--- src/hw/rtl/rdns_pkg.sv ---
// Shared types, character codes and suffix tables for the reverse-name decoder.
`timescale 1ns / 1ps

package rdns_pkg;

  localparam int MAX_NAME_LEN_DEF = 75;

  // Wide enough to hold any character position up to 255 + 1.
  localparam int POS_W = 9;

  localparam int KIND_W       = 2;
  localparam int HALF_W       = 64;
  localparam int OUT_TDATA_W  = 136;
  localparam int OUT_PAYLOAD_W = KIND_W + 2 * HALF_W;

  localparam logic [KIND_W-1:0] KIND_NONE = 2'd0;
  localparam logic [KIND_W-1:0] KIND_IPV4 = 2'd1;
  localparam logic [KIND_W-1:0] KIND_IPV6 = 2'd2;

  localparam logic [7:0] CH_DOT    = 8'h2E;
  localparam logic [7:0] CH_BSLASH = 8'h5C;
  localparam logic [7:0] CH_LBRACK = 8'h5B;
  localparam logic [7:0] CH_LOW_X  = 8'h78;
  localparam logic [7:0] CH_UP_X   = 8'h58;
  localparam logic [7:0] CH_SLASH  = 8'h2F;

  // Bitstring label layout: "\[x" then 32 hex digits then '/'.
  localparam logic [POS_W-1:0] BS_POS_BSLASH = 9'd0;
  localparam logic [POS_W-1:0] BS_POS_LBRACK = 9'd1;
  localparam logic [POS_W-1:0] BS_POS_X      = 9'd2;
  localparam logic [POS_W-1:0] BS_POS_HEX_HI = 9'd34;
  localparam logic [POS_W-1:0] BS_POS_SLASH  = 9'd35;
  localparam logic [POS_W-1:0] BS_MIN_LEN    = 9'd36;

  // Suffix matcher bit positions.
  localparam int M_INADDR = 0;
  localparam int M_ARPA   = 1;
  localparam int M_IP6    = 2;
  localparam int M_INT    = 3;
  localparam int NUM_SUFFIX = 4;

  localparam logic [7:0] SUFFIX_TEXT [NUM_SUFFIX][8] = '{
    '{"i", "n", "-", "a", "d", "d", "r", 8'h00},
    '{"a", "r", "p", "a", 8'h00, 8'h00, 8'h00, 8'h00},
    '{"i", "p", "6", 8'h00, 8'h00, 8'h00, 8'h00, 8'h00},
    '{"i", "n", "t", 8'h00, 8'h00, 8'h00, 8'h00, 8'h00}
  };

  localparam logic [3:0] SUFFIX_LEN [NUM_SUFFIX] = '{4'd7, 4'd4, 4'd3, 4'd3};

  typedef struct packed {
    logic [KIND_W-1:0] kind;
    logic [HALF_W-1:0] upper;
    logic [HALF_W-1:0] lower;
  } res_t;

  // Bit 4 flags a valid hex digit, bits 3:0 hold its value.
  function automatic logic [4:0] hex_digit(input logic [7:0] c);
    logic [4:0] r;
    r = 5'd0;
    if (c >= "0" && c <= "9") begin
      r = {1'b1, 4'(c - "0")};
    end else if (c >= "a" && c <= "f") begin
      r = {1'b1, 4'(c - "a" + 8'd10)};
    end else if (c >= "A" && c <= "F") begin
      r = {1'b1, 4'(c - "A" + 8'd10)};
    end
    return r;
  endfunction

  // Prefix-match bits that also have the full suffix length.
  function automatic logic [NUM_SUFFIX-1:0] exact_match(input logic [NUM_SUFFIX-1:0] pre,
                                                        input logic [3:0] len);
    logic [NUM_SUFFIX-1:0] eq;
    for (int t = 0; t < NUM_SUFFIX; t++) begin
      eq[t] = pre[t] && (len == SUFFIX_LEN[t]);
    end
    return eq;
  endfunction

endpackage

--- src/hw/rtl/rdns_scan.sv ---
// Per-character scanner: label matchers, value shifters and the end-of-name decision.
`timescale 1ns / 1ps

module rdns_scan
  import rdns_pkg::*;
#(
  parameter int MAX_NAME_LEN = MAX_NAME_LEN_DEF
) (
  input  logic       clk,
  input  logic       rst,
  input  logic       take,
  input  logic [7:0] name_char,
  input  logic       last_char,
  output res_t       res
);

  localparam int CNT_W = $clog2(MAX_NAME_LEN + 2);

  typedef struct packed {
    logic cur_dig;
    logic cur_hex;
    logic prev_dig;
    logic prev_hex1;
    logic v4_ok;
    logic v6_ok;
    logic bs_pre;
    logic bs_ok;
  } flags_t;

  localparam flags_t FLAGS_RESET = '{cur_dig: 1'b1, cur_hex: 1'b0, prev_dig: 1'b0,
                                     prev_hex1: 1'b0, v4_ok: 1'b1, v6_ok: 1'b1,
                                     bs_pre: 1'b1, bs_ok: 1'b1};

  logic [CNT_W-1:0]      char_count, char_count_next;
  logic [1:0]            label_count, label_count_next;
  logic [NUM_SUFFIX-1:0] match_cur, match_cur_next;
  logic [NUM_SUFFIX-1:0] match_prev, match_prev_next;
  logic [7:0]            val_cur, val_cur_next;
  logic [7:0]            val_prev, val_prev_next;
  logic [3:0]            len_cur, len_cur_next;
  logic [3:0]            nib_cur, nib_cur_next;
  logic [3:0]            nib_prev, nib_prev_next;
  logic [31:0]           ipv4_shift, ipv4_shift_next;
  logic [127:0]          nibble_shift, nibble_shift_next;
  logic [127:0]          bs_accum, bs_accum_next;
  flags_t                flags, flags_next;

  logic [POS_W-1:0]      pos;
  logic [POS_W-1:0]      count_ext;
  logic [4:0]            hexd;
  logic [7:0]            lc;
  logic                  is_dig;
  logic [NUM_SUFFIX-1:0] last_eq;

  always_comb begin
    pos    = POS_W'(char_count);
    hexd   = hex_digit(name_char);
    lc     = (name_char >= "A" && name_char <= "Z") ? name_char + 8'd32 : name_char;
    is_dig = name_char >= "0" && name_char <= "9";

    char_count_next   = char_count;
    label_count_next  = label_count;
    match_cur_next    = match_cur;
    match_prev_next   = match_prev;
    val_cur_next      = val_cur;
    val_prev_next     = val_prev;
    len_cur_next      = len_cur;
    nib_cur_next      = nib_cur;
    nib_prev_next     = nib_prev;
    ipv4_shift_next   = ipv4_shift;
    nibble_shift_next = nibble_shift;
    bs_accum_next     = bs_accum;
    flags_next        = flags;

    // bitstring label, tracked by absolute position in the name
    priority if (pos == BS_POS_BSLASH) begin
      if (name_char != CH_BSLASH) flags_next.bs_pre = 1'b0;
    end else if (pos == BS_POS_LBRACK) begin
      if (name_char != CH_LBRACK) flags_next.bs_pre = 1'b0;
    end else if (pos == BS_POS_X) begin
      if (name_char != CH_LOW_X && name_char != CH_UP_X) flags_next.bs_pre = 1'b0;
    end else if (pos <= BS_POS_HEX_HI) begin
      if (!hexd[4]) begin
        flags_next.bs_ok = 1'b0;
      end else begin
        bs_accum_next = {bs_accum[123:0], hexd[3:0]};
      end
    end else if (pos == BS_POS_SLASH) begin
      if (name_char != CH_SLASH) flags_next.bs_ok = 1'b0;
    end else begin
    end

    if (char_count < CNT_W'(MAX_NAME_LEN + 1)) char_count_next = char_count + 1'b1;

    if (name_char == CH_DOT) begin
      // commit the previous label, then retire the current one into its place
      if (label_count != 2'd0) begin
        if (!flags.prev_dig) flags_next.v4_ok = 1'b0;
        ipv4_shift_next = {val_prev, ipv4_shift[31:8]};
        if (!flags.prev_hex1) flags_next.v6_ok = 1'b0;
        nibble_shift_next = {nib_prev, nibble_shift[127:4]};
      end
      match_prev_next      = exact_match(match_cur, len_cur);
      val_prev_next        = val_cur;
      nib_prev_next        = nib_cur;
      flags_next.prev_dig  = flags.cur_dig;
      flags_next.prev_hex1 = flags.cur_hex && (len_cur == 4'd1);
      match_cur_next       = '1;
      val_cur_next         = 8'd0;
      len_cur_next         = 4'd0;
      nib_cur_next         = 4'd0;
      flags_next.cur_dig   = 1'b1;
      flags_next.cur_hex   = 1'b0;
      if (label_count != 2'd3) label_count_next = label_count + 1'b1;
    end else begin
      for (int t = 0; t < NUM_SUFFIX; t++) begin
        if (len_cur >= SUFFIX_LEN[t] || SUFFIX_TEXT[t][len_cur[2:0]] != lc) begin
          match_cur_next[t] = 1'b0;
        end
      end
      if (is_dig) begin
        val_cur_next = (val_cur << 3) + (val_cur << 1) + 8'(name_char - "0");
      end else begin
        flags_next.cur_dig = 1'b0;
      end
      if (len_cur == 4'd0 && hexd[4]) begin
        flags_next.cur_hex = 1'b1;
        nib_cur_next       = hexd[3:0];
      end
      if (len_cur != 4'd15) len_cur_next = len_cur + 1'b1;
    end

    // decision on the updated state
    last_eq   = exact_match(match_cur_next, len_cur_next);
    count_ext = POS_W'(char_count_next);
    res       = '{kind: KIND_NONE, upper: '0, lower: '0};
    if (char_count_next <= CNT_W'(MAX_NAME_LEN) && label_count_next >= 2'd2) begin
      if (last_eq[M_ARPA] && match_prev_next[M_INADDR]) begin
        if (flags_next.v4_ok) begin
          res.kind  = KIND_IPV4;
          res.upper = {ipv4_shift_next, 32'd0};
        end
      end else if (match_prev_next[M_IP6] && (last_eq[M_INT] || last_eq[M_ARPA])) begin
        if (flags_next.bs_pre) begin
          if (flags_next.bs_ok && count_ext >= BS_MIN_LEN) begin
            res.kind  = KIND_IPV6;
            res.upper = bs_accum_next[127:64];
            res.lower = bs_accum_next[63:0];
          end
        end else if (flags_next.v6_ok) begin
          res.kind  = KIND_IPV6;
          res.upper = nibble_shift_next[127:64];
          res.lower = nibble_shift_next[63:0];
        end
      end
    end
  end

  // the last character returns every matcher to its start state for the next name
  always_ff @(posedge clk) begin
    if (rst || (take && last_char)) begin
      char_count   <= '0;
      label_count  <= 2'd0;
      match_cur    <= '1;
      match_prev   <= '0;
      val_cur      <= 8'd0;
      val_prev     <= 8'd0;
      len_cur      <= 4'd0;
      nib_cur      <= 4'd0;
      nib_prev     <= 4'd0;
      ipv4_shift   <= 32'd0;
      nibble_shift <= 128'd0;
      bs_accum     <= 128'd0;
      flags        <= FLAGS_RESET;
    end else if (take) begin
      char_count   <= char_count_next;
      label_count  <= label_count_next;
      match_cur    <= match_cur_next;
      match_prev   <= match_prev_next;
      val_cur      <= val_cur_next;
      val_prev     <= val_prev_next;
      len_cur      <= len_cur_next;
      nib_cur      <= nib_cur_next;
      nib_prev     <= nib_prev_next;
      ipv4_shift   <= ipv4_shift_next;
      nibble_shift <= nibble_shift_next;
      bs_accum     <= bs_accum_next;
      flags        <= flags_next;
    end
  end

endmodule

--- src/hw/rtl/rdns_skid.sv ---
// Result register with a skid stage between the scanner and the output channel.
`timescale 1ns / 1ps

module rdns_skid
  import rdns_pkg::*;
(
  input  logic clk,
  input  logic rst,
  input  logic push,
  input  res_t push_data,
  output logic push_ready,
  output logic out_valid,
  input  logic out_ready,
  output res_t out_data
);

  logic skid_valid;
  res_t skid_data;
  logic pop;

  assign pop        = out_valid && out_ready;
  assign push_ready = !skid_valid;

  always_ff @(posedge clk) begin
    if (rst) begin
      out_valid  <= 1'b0;
      skid_valid <= 1'b0;
    end else if (!out_valid || pop) begin
      // skid_valid blocks push, so at most one source refills the output
      if (skid_valid) begin
        out_valid  <= 1'b1;
        skid_valid <= 1'b0;
      end else begin
        out_valid <= push;
      end
    end else if (push) begin
      skid_valid <= 1'b1;
    end
  end

  always_ff @(posedge clk) begin
    if (!out_valid || pop) begin
      if (skid_valid) begin
        out_data <= skid_data;
      end else if (push) begin
        out_data <= push_data;
      end
    end else if (push) begin
      skid_data <= push_data;
    end
  end

endmodule

--- src/hw/rtl/reverse_dns_name_to_address.sv ---
// Top level of the reverse-lookup name decoder: character scanner and result buffer.
//
//  channel | direction | transfer content
//  s_*     | in        | one name character, s_tlast on the final one
//  m_*     | out       | one result per name: kind and 128-bit address
//
// One character is taken per cycle while s_tready is high; the scanner
// updates its matchers and shifters in that cycle. The result is registered
// into the output register, or into the skid register while the output stalls.
// rst clears all scan state and both output stages. s_tready falls only while
// both registers hold results, so an output stall costs input cycles only then.
`timescale 1ns / 1ps

module reverse_dns_name_to_address
  import rdns_pkg::*;
#(
  parameter int MAX_NAME_LEN = MAX_NAME_LEN_DEF
) (
  input  logic                   clk,
  input  logic                   rst,
  input  logic                   s_tvalid,
  output logic                   s_tready,
  input  logic [7:0]             s_tdata,   // [7:0] name_char
  input  logic                   s_tlast,   // last_char
  output logic                   m_tvalid,
  input  logic                   m_tready,
  output logic [OUT_TDATA_W-1:0] m_tdata    // [1:0] addr_kind, [65:2] addr_upper,
                                            // [129:66] addr_lower, rest zero
);

  logic take;
  res_t res;
  res_t out_res;

  assign take = s_tvalid && s_tready;

  rdns_scan #(
    .MAX_NAME_LEN(MAX_NAME_LEN)
  ) u_scan (
    .clk      (clk),
    .rst      (rst),
    .take     (take),
    .name_char(s_tdata),
    .last_char(s_tlast),
    .res      (res)
  );

  rdns_skid u_skid (
    .clk       (clk),
    .rst       (rst),
    .push      (take && s_tlast),
    .push_data (res),
    .push_ready(s_tready),
    .out_valid (m_tvalid),
    .out_ready (m_tready),
    .out_data  (out_res)
  );

  assign m_tdata = {(OUT_TDATA_W - OUT_PAYLOAD_W)'(0), out_res.lower, out_res.upper,
                    out_res.kind};

endmodule
--- config.mk ---
export PLATFORM = sky130hd
export DESIGN_NAME = reverse_dns_name_to_address
export DESIGN_NICKNAME = d
export VERILOG_FILES = /design/src/hw/rtl/rdns_pkg.sv /design/src/hw/rtl/rdns_scan.sv /design/src/hw/rtl/rdns_skid.sv /design/src/hw/rtl/reverse_dns_name_to_address.sv
export SDC_FILE = /design/constraint.sdc
export NUM_CORES = 1
export LEC_CHECK = 0
export ABC_AREA = 0
export BUFFER_PORTS_ARGS = -buffer_cell sky130_fd_sc_hd__buf_2
export CAP_MARGIN = 20
export CORE_MARGIN = 2
export CORE_UTILIZATION = 40
export CTS_CLUSTER_DIAMETER = 50
export CTS_CLUSTER_SIZE = 16
export DETAILED_ROUTE_END_ITERATION = 8
export SETUP_SLACK_MARGIN = 0.3
export SYNTH_ARGS = -nofsm -noshare
export SYNTH_HDL_FRONTEND = slang
export SYNTH_SLANG_ARGS = --single-unit
--- constraint.sdc ---
create_clock -name clk -period 26.7 [get_ports clk]
set_input_delay 5.34 -clock clk [delete_from_list [all_inputs] [get_ports clk]]
set_output_delay 5.34 -clock clk [all_outputs]
set_load 0.005 [all_outputs]
# --- Yosys cells after proc, flatten, opt, wreduce, memory -nomap -nowiden ---
# Memories as Yosys holds them, arrays and structs flattened.
# Index checks and enable logic that the tools add are counted.
totals:
  mem_count: 4
  register_bits: 602
  rom_bits: 256
  out_inout_bits: 138
  elab_cells: 198
mem_list:
  columns: ["memory", "words", "width", "read_ports", "rd_ports_with_merged_regs", "write_ports", "line_no", "rtl"]
  rows:
  - ["(name not given)", 8, 8, 1, 0, 0, "rdns_scan.sv:117", "if (len_cur >= SUFFIX_LEN[t] || SUFFIX_TEXT[t][len_cur[2:0]] != lc) begin"]
  - ["(name not given)", 8, 8, 1, 0, 0, "rdns_scan.sv:117", null]
  - ["(name not given)", 8, 8, 1, 0, 0, "rdns_scan.sv:117", null]
  - ["(name not given)", 8, 8, 1, 0, 0, "rdns_scan.sv:117", null]
op_classes:
  eq_ne: 22
  bitwise: 2
  n_reduce_logical: 45
  add_sub_neg: 11
  n_mux: 67
  order_cmp: 16
op_table:
  columns: ["cell", "count"]
  rows:
  - ["two-way mux 130 bit", 7]
  - ["two-way mux 128 bit", 7]
  - ["two-way mux 8 bit", 11]
  - ["two-way mux 66 bit", 1]
  - ["two-way mux 65 bit", 1]
  - ["two-way mux 32 bit", 2]
  - ["two-way mux 64 bit", 1]
  - ["!= test 8 x 7 -> 1 bit, second input constant", 4]
  - ["!= test 8 bit", 4]
  - ["<= comparator 8 x 7 -> 1 bit, second input constant", 3]
  - ["two-way mux 1 bit", 22]
  - ["two-way mux 4 bit", 5]
  - ["logical AND 1 bit", 19]
  - ["adder 8 bit", 2]
  - [">= comparator 8 x 7 -> 1 bit, second input constant", 2]
  - ["AND reduction 2 bit", 8]
  - ["two-way mux 5 bit", 3]
  - ["equality test 4 x 3 -> 1 bit, second input constant", 3]
  - ["nonzero test 2 bit", 6]
  - ["two-way mux 2 bit", 5]
  - ["adder 4 bit, second input constant", 2]
  - ["adder 8 x 6 -> 8 bit, second input constant", 1]
  - ["equality test 4 x 2 -> 1 bit, second input constant", 2]
  - ["equality test 8 x 6 -> 1 bit, second input constant", 1]
  - ["other kinds (31)", 41]

# --- Longest topological paths before layout ---
depth:
  word_depth: 18
  mapped_depth: 15
  ltp_nobuf: 12

# --- Modules after synthesis ---
# A second synthesis with hierarchy kept.
unflattened:
  cells_unflattened: 2825
  area_unflattened_um2: 28812.6
by_module_without_submodules:
  columns: ["module", "seq_area_each_um2", "area_per_inst_um2", "cells_each", "instances"]
  rows:
  - ["rdns_scan", 6786.5, 18966.9, 2401, 1]
  - ["rdns_skid", 7847.5, 9784.4, 415, 1]
  - ["reverse_dns_name_to_address", 0.0, 61.3, 9, 1]

# --- Least setup slack after synthesis ---
# Ideal clock, no wire load.
synth_timing:
  kind: "input -> register"
  from: "input s_tlast"
  to: "register u_skid.out_data[0] (netlist bit), enable pin"
  stages: 2
  t_required_ns: 26.037
  path_buffers: 0
  path_slack_ns: 14.322
  arrival_time_ns: 11.715
  setup_ns: 0.663
  path_cell_list: "a21oi_1 > a21oi_1"
synth_via:
  elab_chain_len: 3
synth_rtl:
  columns: ["item", "line_no", "rtl"]
  rows:
  - ["start: declaration", "reverse_dns_name_to_address.sv:24", "input logic s_tlast,"]
  - ["logical AND 1 bit", "reverse_dns_name_to_address.sv:51", ".push (take && s_tlast),"]
  - ["nonzero test 2 bit (no line)", null, null]
  - ["AND reduction 2 bit (no line)", null, null]
  - ["end signal: assignment", "rdns_skid.sv:44", "out_data <= skid_data;"]
  - ["end signal: assignment", "rdns_skid.sv:46", "out_data <= push_data;"]
  - ["end: declaration", "rdns_skid.sv:14", "output res_t out_data"]
# Every way passes these cells.
# A chain may end at the register's enable or synchronous reset.

# --- Worst setup path after layout ---
layout_timing:
  from: "input s_tdata[1]"
  to: "register u_skid.out_data[83] (netlist bit) (data pin)"
layout_via:
  elab_chain_len: 18
  word_cells_on_any_way: 71
layout_rtl:
  columns: ["item", "line_no", "rtl"]
  rows:
  - ["start: declaration", "reverse_dns_name_to_address.sv:23", "input logic [7:0] s_tdata,"]
  - [">= comparator 8 x 7 -> 1 bit / <= comparator 8 x 7 -> 1 bit (equally long branches)", "rdns_pkg.sv:65, rdns_scan.sv:58", null]
  - ["logical AND 1 bit", "rdns_pkg.sv:65", "end else if (c >= \"A\" && c <= \"F\") begin"]
  - ["two-way mux 5 bit", "rdns_pkg.sv:65", null]
  - ["two-way mux 5 bit", "rdns_pkg.sv:63", "end else if (c >= \"a\" && c <= \"f\") begin"]
  - ["two-way mux 5 bit", "rdns_pkg.sv:61", "if (c >= \"0\" && c <= \"9\") begin"]
  - ["two-way mux 1 bit", "rdns_scan.sv:83", "if (!hexd[4]) begin"]
  - ["two-way mux 1 bit", "rdns_scan.sv:82", "end else if (pos <= BS_POS_HEX_HI) begin"]
  - ["two-way mux 1 bit", "rdns_scan.sv:80", "end else if (pos == BS_POS_X) begin"]
  - ["(+2 left out)", null, null]
  - ["logical AND 1 bit", "rdns_scan.sv:145", "if (flags_next.bs_ok && count_ext >= BS_MIN_LEN) begin"]
  - ["two-way mux 130 bit", "rdns_scan.sv:145", null]
  - ["two-way mux 130 bit", "rdns_scan.sv:144", "if (flags_next.bs_pre) begin"]
  - ["two-way mux 130 bit", "rdns_scan.sv:143", "end else if (match_prev_next[M_IP6] && (last_eq[M_INT] || last_eq[M_ARPA])) begin"]
  - ["two-way mux 66 bit", "rdns_scan.sv:138", "if (last_eq[M_ARPA] && match_prev_next[M_INADDR]) begin"]
  - ["two-way mux 130 bit *", "rdns_scan.sv:137", "if (char_count_next <= CNT_W'(MAX_NAME_LEN) && label_count_next >= 2'd2) begin"]
  - ["two-way mux 130 bit *", "rdns_skid.sv:45", "end else if (push) begin"]
  - ["two-way mux 130 bit *", "rdns_skid.sv:43", "if (skid_valid) begin"]
# Every way passes the cells marked *; elsewhere a longest branch is shown, timed or not. The select of a mux whose other input is x is not followed.

==> impl_metrics.py <==
metrics = {
    "run_status": {
        "outcome": "completed",
    },
    "cts": {
        "cts_tree": "done",
        "cts_setup_buffers": 0,
        "path_clk_slew_ns": 0.06,
        "h-tree-depth": 3,
        "cts-root-buf": "clkbuf_16",
        "cts_resized": 0,
        "clk_latency_ns": 0.63,
        "ctsHoldBuffers": 0,
        "cts_buffers": 70,
        "cts.sinks": 601,
        "clk_path_buf_depth": 3,
    },
    "floorplan": {
        "ios": 151,
        "die_h_microns": 274,
        "start_util": 0.403,
        "core_sq_um": 72600,
        "rows": 99,
        "dieWidth_microns": 274,
        "die_area_sq_um": 75200,
    },
    "cells_and_area": {
        "drive_above_1_share": 0.172,
        "n_fill_cell": 7049,
        "nNetsFinal": 3137,
        "utilization": 0.452,
        "layout.cells.non_filler": 4105,
        "area_growth_pct": 12.2,
        "diodes": 0,
    },
    "timing": {
        "hold_violations": 0,
        "post-route-period-util": 0.356,
        "slew_viol_final": 0,
        "rsz0062_at_grt": "false",
        "relSlewSlack": 0.248,
        "worst_slew_pin_slew_ns": 1.12,
        "clock-skew-final_ns": 0.0346,
        "fin_setup_tns_ns": 0,
        "setup_violations": 0,
        "fmax_mhz": 105,
        "min_period_ns": 9.50,
    },
    "synth": {
        "synth_xor_area_frac": 0.00839,
        "syn_inst": 3102,
        "synth-edff-count": 260,
        "synth_compound_area_frac": 0.172,
        "async_flop_share": 0,
        "yosys_register_bits": 601,
        "synth_area_sq_um": 29200,
        "synth_flop_cell": "dfxtp_1",
        "synth_seq_area_share": 0.501,
        "synthAdderAreaFrac": 0.0167,
        "synth_top_area_frac": 0.267,
        "synthSimpleGateAreaFrac": 0.162,
        "synth_area_leader_cell": "edfxtp_1",
        "synthMuxAreaShare": 0.0938,
        "synth_warnings": 0,
        "synth_common_cells": "nand2_1 (497), nor2_1 (449), dfxtp_1 (341)",
        "yosysMostFrequentCell": "nand2_1",
        "synth_top_family_by_area": "compound AO/OA/AOI/OAI gates",
        "syn_avg_cell_area_sq_um": 9.42,
        "synthDistinctLibCells": 77,
        "synth_area_leaders": "edfxtp_1 (27%), dfxtp_1 (23%), nand2_1 (6.4%), nor2_1 (5.8%), a21oi_1 (5.3%)",
    },
    "critical_path": {
        "slowest_delay_ns": 0.92,
        "crit_path_end_kind": "flop",
        "worst_path_most_repeated_cell": "buf_4",
        "crit_path_top_delay_cell": "buf_4",
        "worstSetupPathType": "in2reg",
        "cp.required_ns": 27.01,
        "start_kind": "primary input",
        "path_cells": "buf_2 -> inv_1 -> ha_1 -> nor4b_4 -> o211a_1 -> a21oi_1 -> o31a_2 -> nor3_2 -> o31ai_4 -> buf_4 -> nand2_8 -> buf_4 -> o31ai_1",
        "crit_arrival_ns": 9.81,
        "r2r_cells": 12,
        "crit_fanout": 112,
    },
    "routing": {
        "viasPerCell": 5.38,
        "drt_iter0_drc": 2157,
        "totalWireLength_microns": 77800,
        "vias": 22100,
        "drc": 0,
        "ant_nets": 0,
        "first_pass_iters": 5,
        "wire_per_inst_microns": 19.0,
    },
    "worst_hold_path": {
        "hp-class": "reg2reg",
        "hold-path-cell-count": 2,
    },
    "place": {
        "port_buffers": 144,
        "gp_congestion": 0.825,
        "hpwl_microns": 47700,
        "dp_cells": 3975,
    },
    "global_route": {
        "grtUsageTotal": 0.206,
        "grt_pass1_vias": 20600,
        "overflow": 0,
        "antenna_found_initial": 0,
        "grt_max_degree": 209,
        "grt_pass1_wl_microns": 123000,
    },
    "job": {
        "cap_violations": 0,
    },
    "pwr": {
        "leakagePower_nw": 12.5,
        "p_per_area_nw_per_um2": 65.9,
        "ir_drop_mv": 0.0499,
    },
}
critical path, delay by kind of cell:
kind | cells | cell delay [ns]
buffers and inverters | 4 | 1.63
and+or+nand+nor | 3 | 1.27
AOI/OAI and AO/OA | 5 | 1.13
adders and majority gates | 1 | 0.25
per-stage QoR:
step                hold slack [ns]  power (W)  area (sq um)  worst slack (ns)
floorplan                     0.422    0.00113         29200             14.32
global placement              0.433    0.00118         30400             16.67
detailed placement            0.437    0.00118         30400             16.57
CTS                           0.447    0.00218         32800             17.22
global route                  0.467    0.00224         32800             16.85
finish                        0.443    0.00216         32800             17.20
state kept, by name, indices dropped and copies added, names as in the netlist, 7 cells and up:
register,cells
u_scan.nibble_shift,128
u_skid.skid_data,130
u_scan.val_cur,8
u_skid.out_data,130
u_scan.ipv4_shift,32
u_scan.bs_accum,128
u_scan.char_count,7
u_scan.flags,8
u_scan.val_prev,8
power by group:
part           internal [W]  switching [W]  total (W)
clock              0.000575       0.000430    0.00100
sequential         0.000973      0.0000133   0.000987
combinational     0.0000488       0.000122   0.000171
total               0.00160       0.000565    0.00216
cell type report:
class | instances | area, sq um | area share
sequential | 601 | 14600 | 0.446
multi-input combinational | 2200 | 13400 | 0.408
clock buffer | 82 | 1930 | 0.0589
tap | 959 | 1200 | 0.0366
timing repair buffer | 176 | 986 | 0.0301
clock inverter | 48 | 503 | 0.0153
inverter | 39 | 146 | 0.00446
per-layer routing:
| layer | global-route usage | routed length (microns) | vias up |
|---|---|---|---|
| met2 | 0.325 | 35900 | 493 |
| met3 | 0.0283 | 3240 | 94 |
| met5 | 0 | 0 | - |
| met1 | 0.295 | 36900 | 10500 |
| met4 | 0.0543 | 1820 | 0 |
| li1 | - | - | 11000 |
cell usage in the layout (no fill, tap or decap), types with 19 or more instances in the layout:
cell type    n
a2bb2oi_1   33
inv_1       37
nand3_1     61
ha_1        31
nor3_1      47
a21oi_1    310
mux2_2     128
buf_2      144
clkbuf_16   74
edfxtp_1   260
xnor2_1     19
mux2i_1    130
o21a_1      35
nor2_1     447
a211oi_1   119
buf_4       30
o31ai_2     83
dfxtp_1    340
nand2_1    497
nor4_1      28
o21ai_0     70
worst paths after layout:
check	startpoint	end	slack (ns)
worst max-delay path	s_tdata[1]	u_skid.out_data[83]	17.20
worst min-delay path	u_scan.flags[0]	u_scan.flags[0]	0.44
worst max register to register	u_scan.len_cur[1]	u_skid.out_data[83]	21.58
worst min register to register	u_scan.flags[0]	u_scan.flags[0]	0.44
cells by family (layout without fill, tap and decap cells):
family,count (synthesis),in the layout
simple gates,1144,1144
xor+xnor,28,28
buf+inv,306,345
fa+ha+maj,36,36
other cells,1,6
mux,258,258
flops,601,601
compound gates,728,728
No activity file was read; power rests on OpenSTA's default activity.
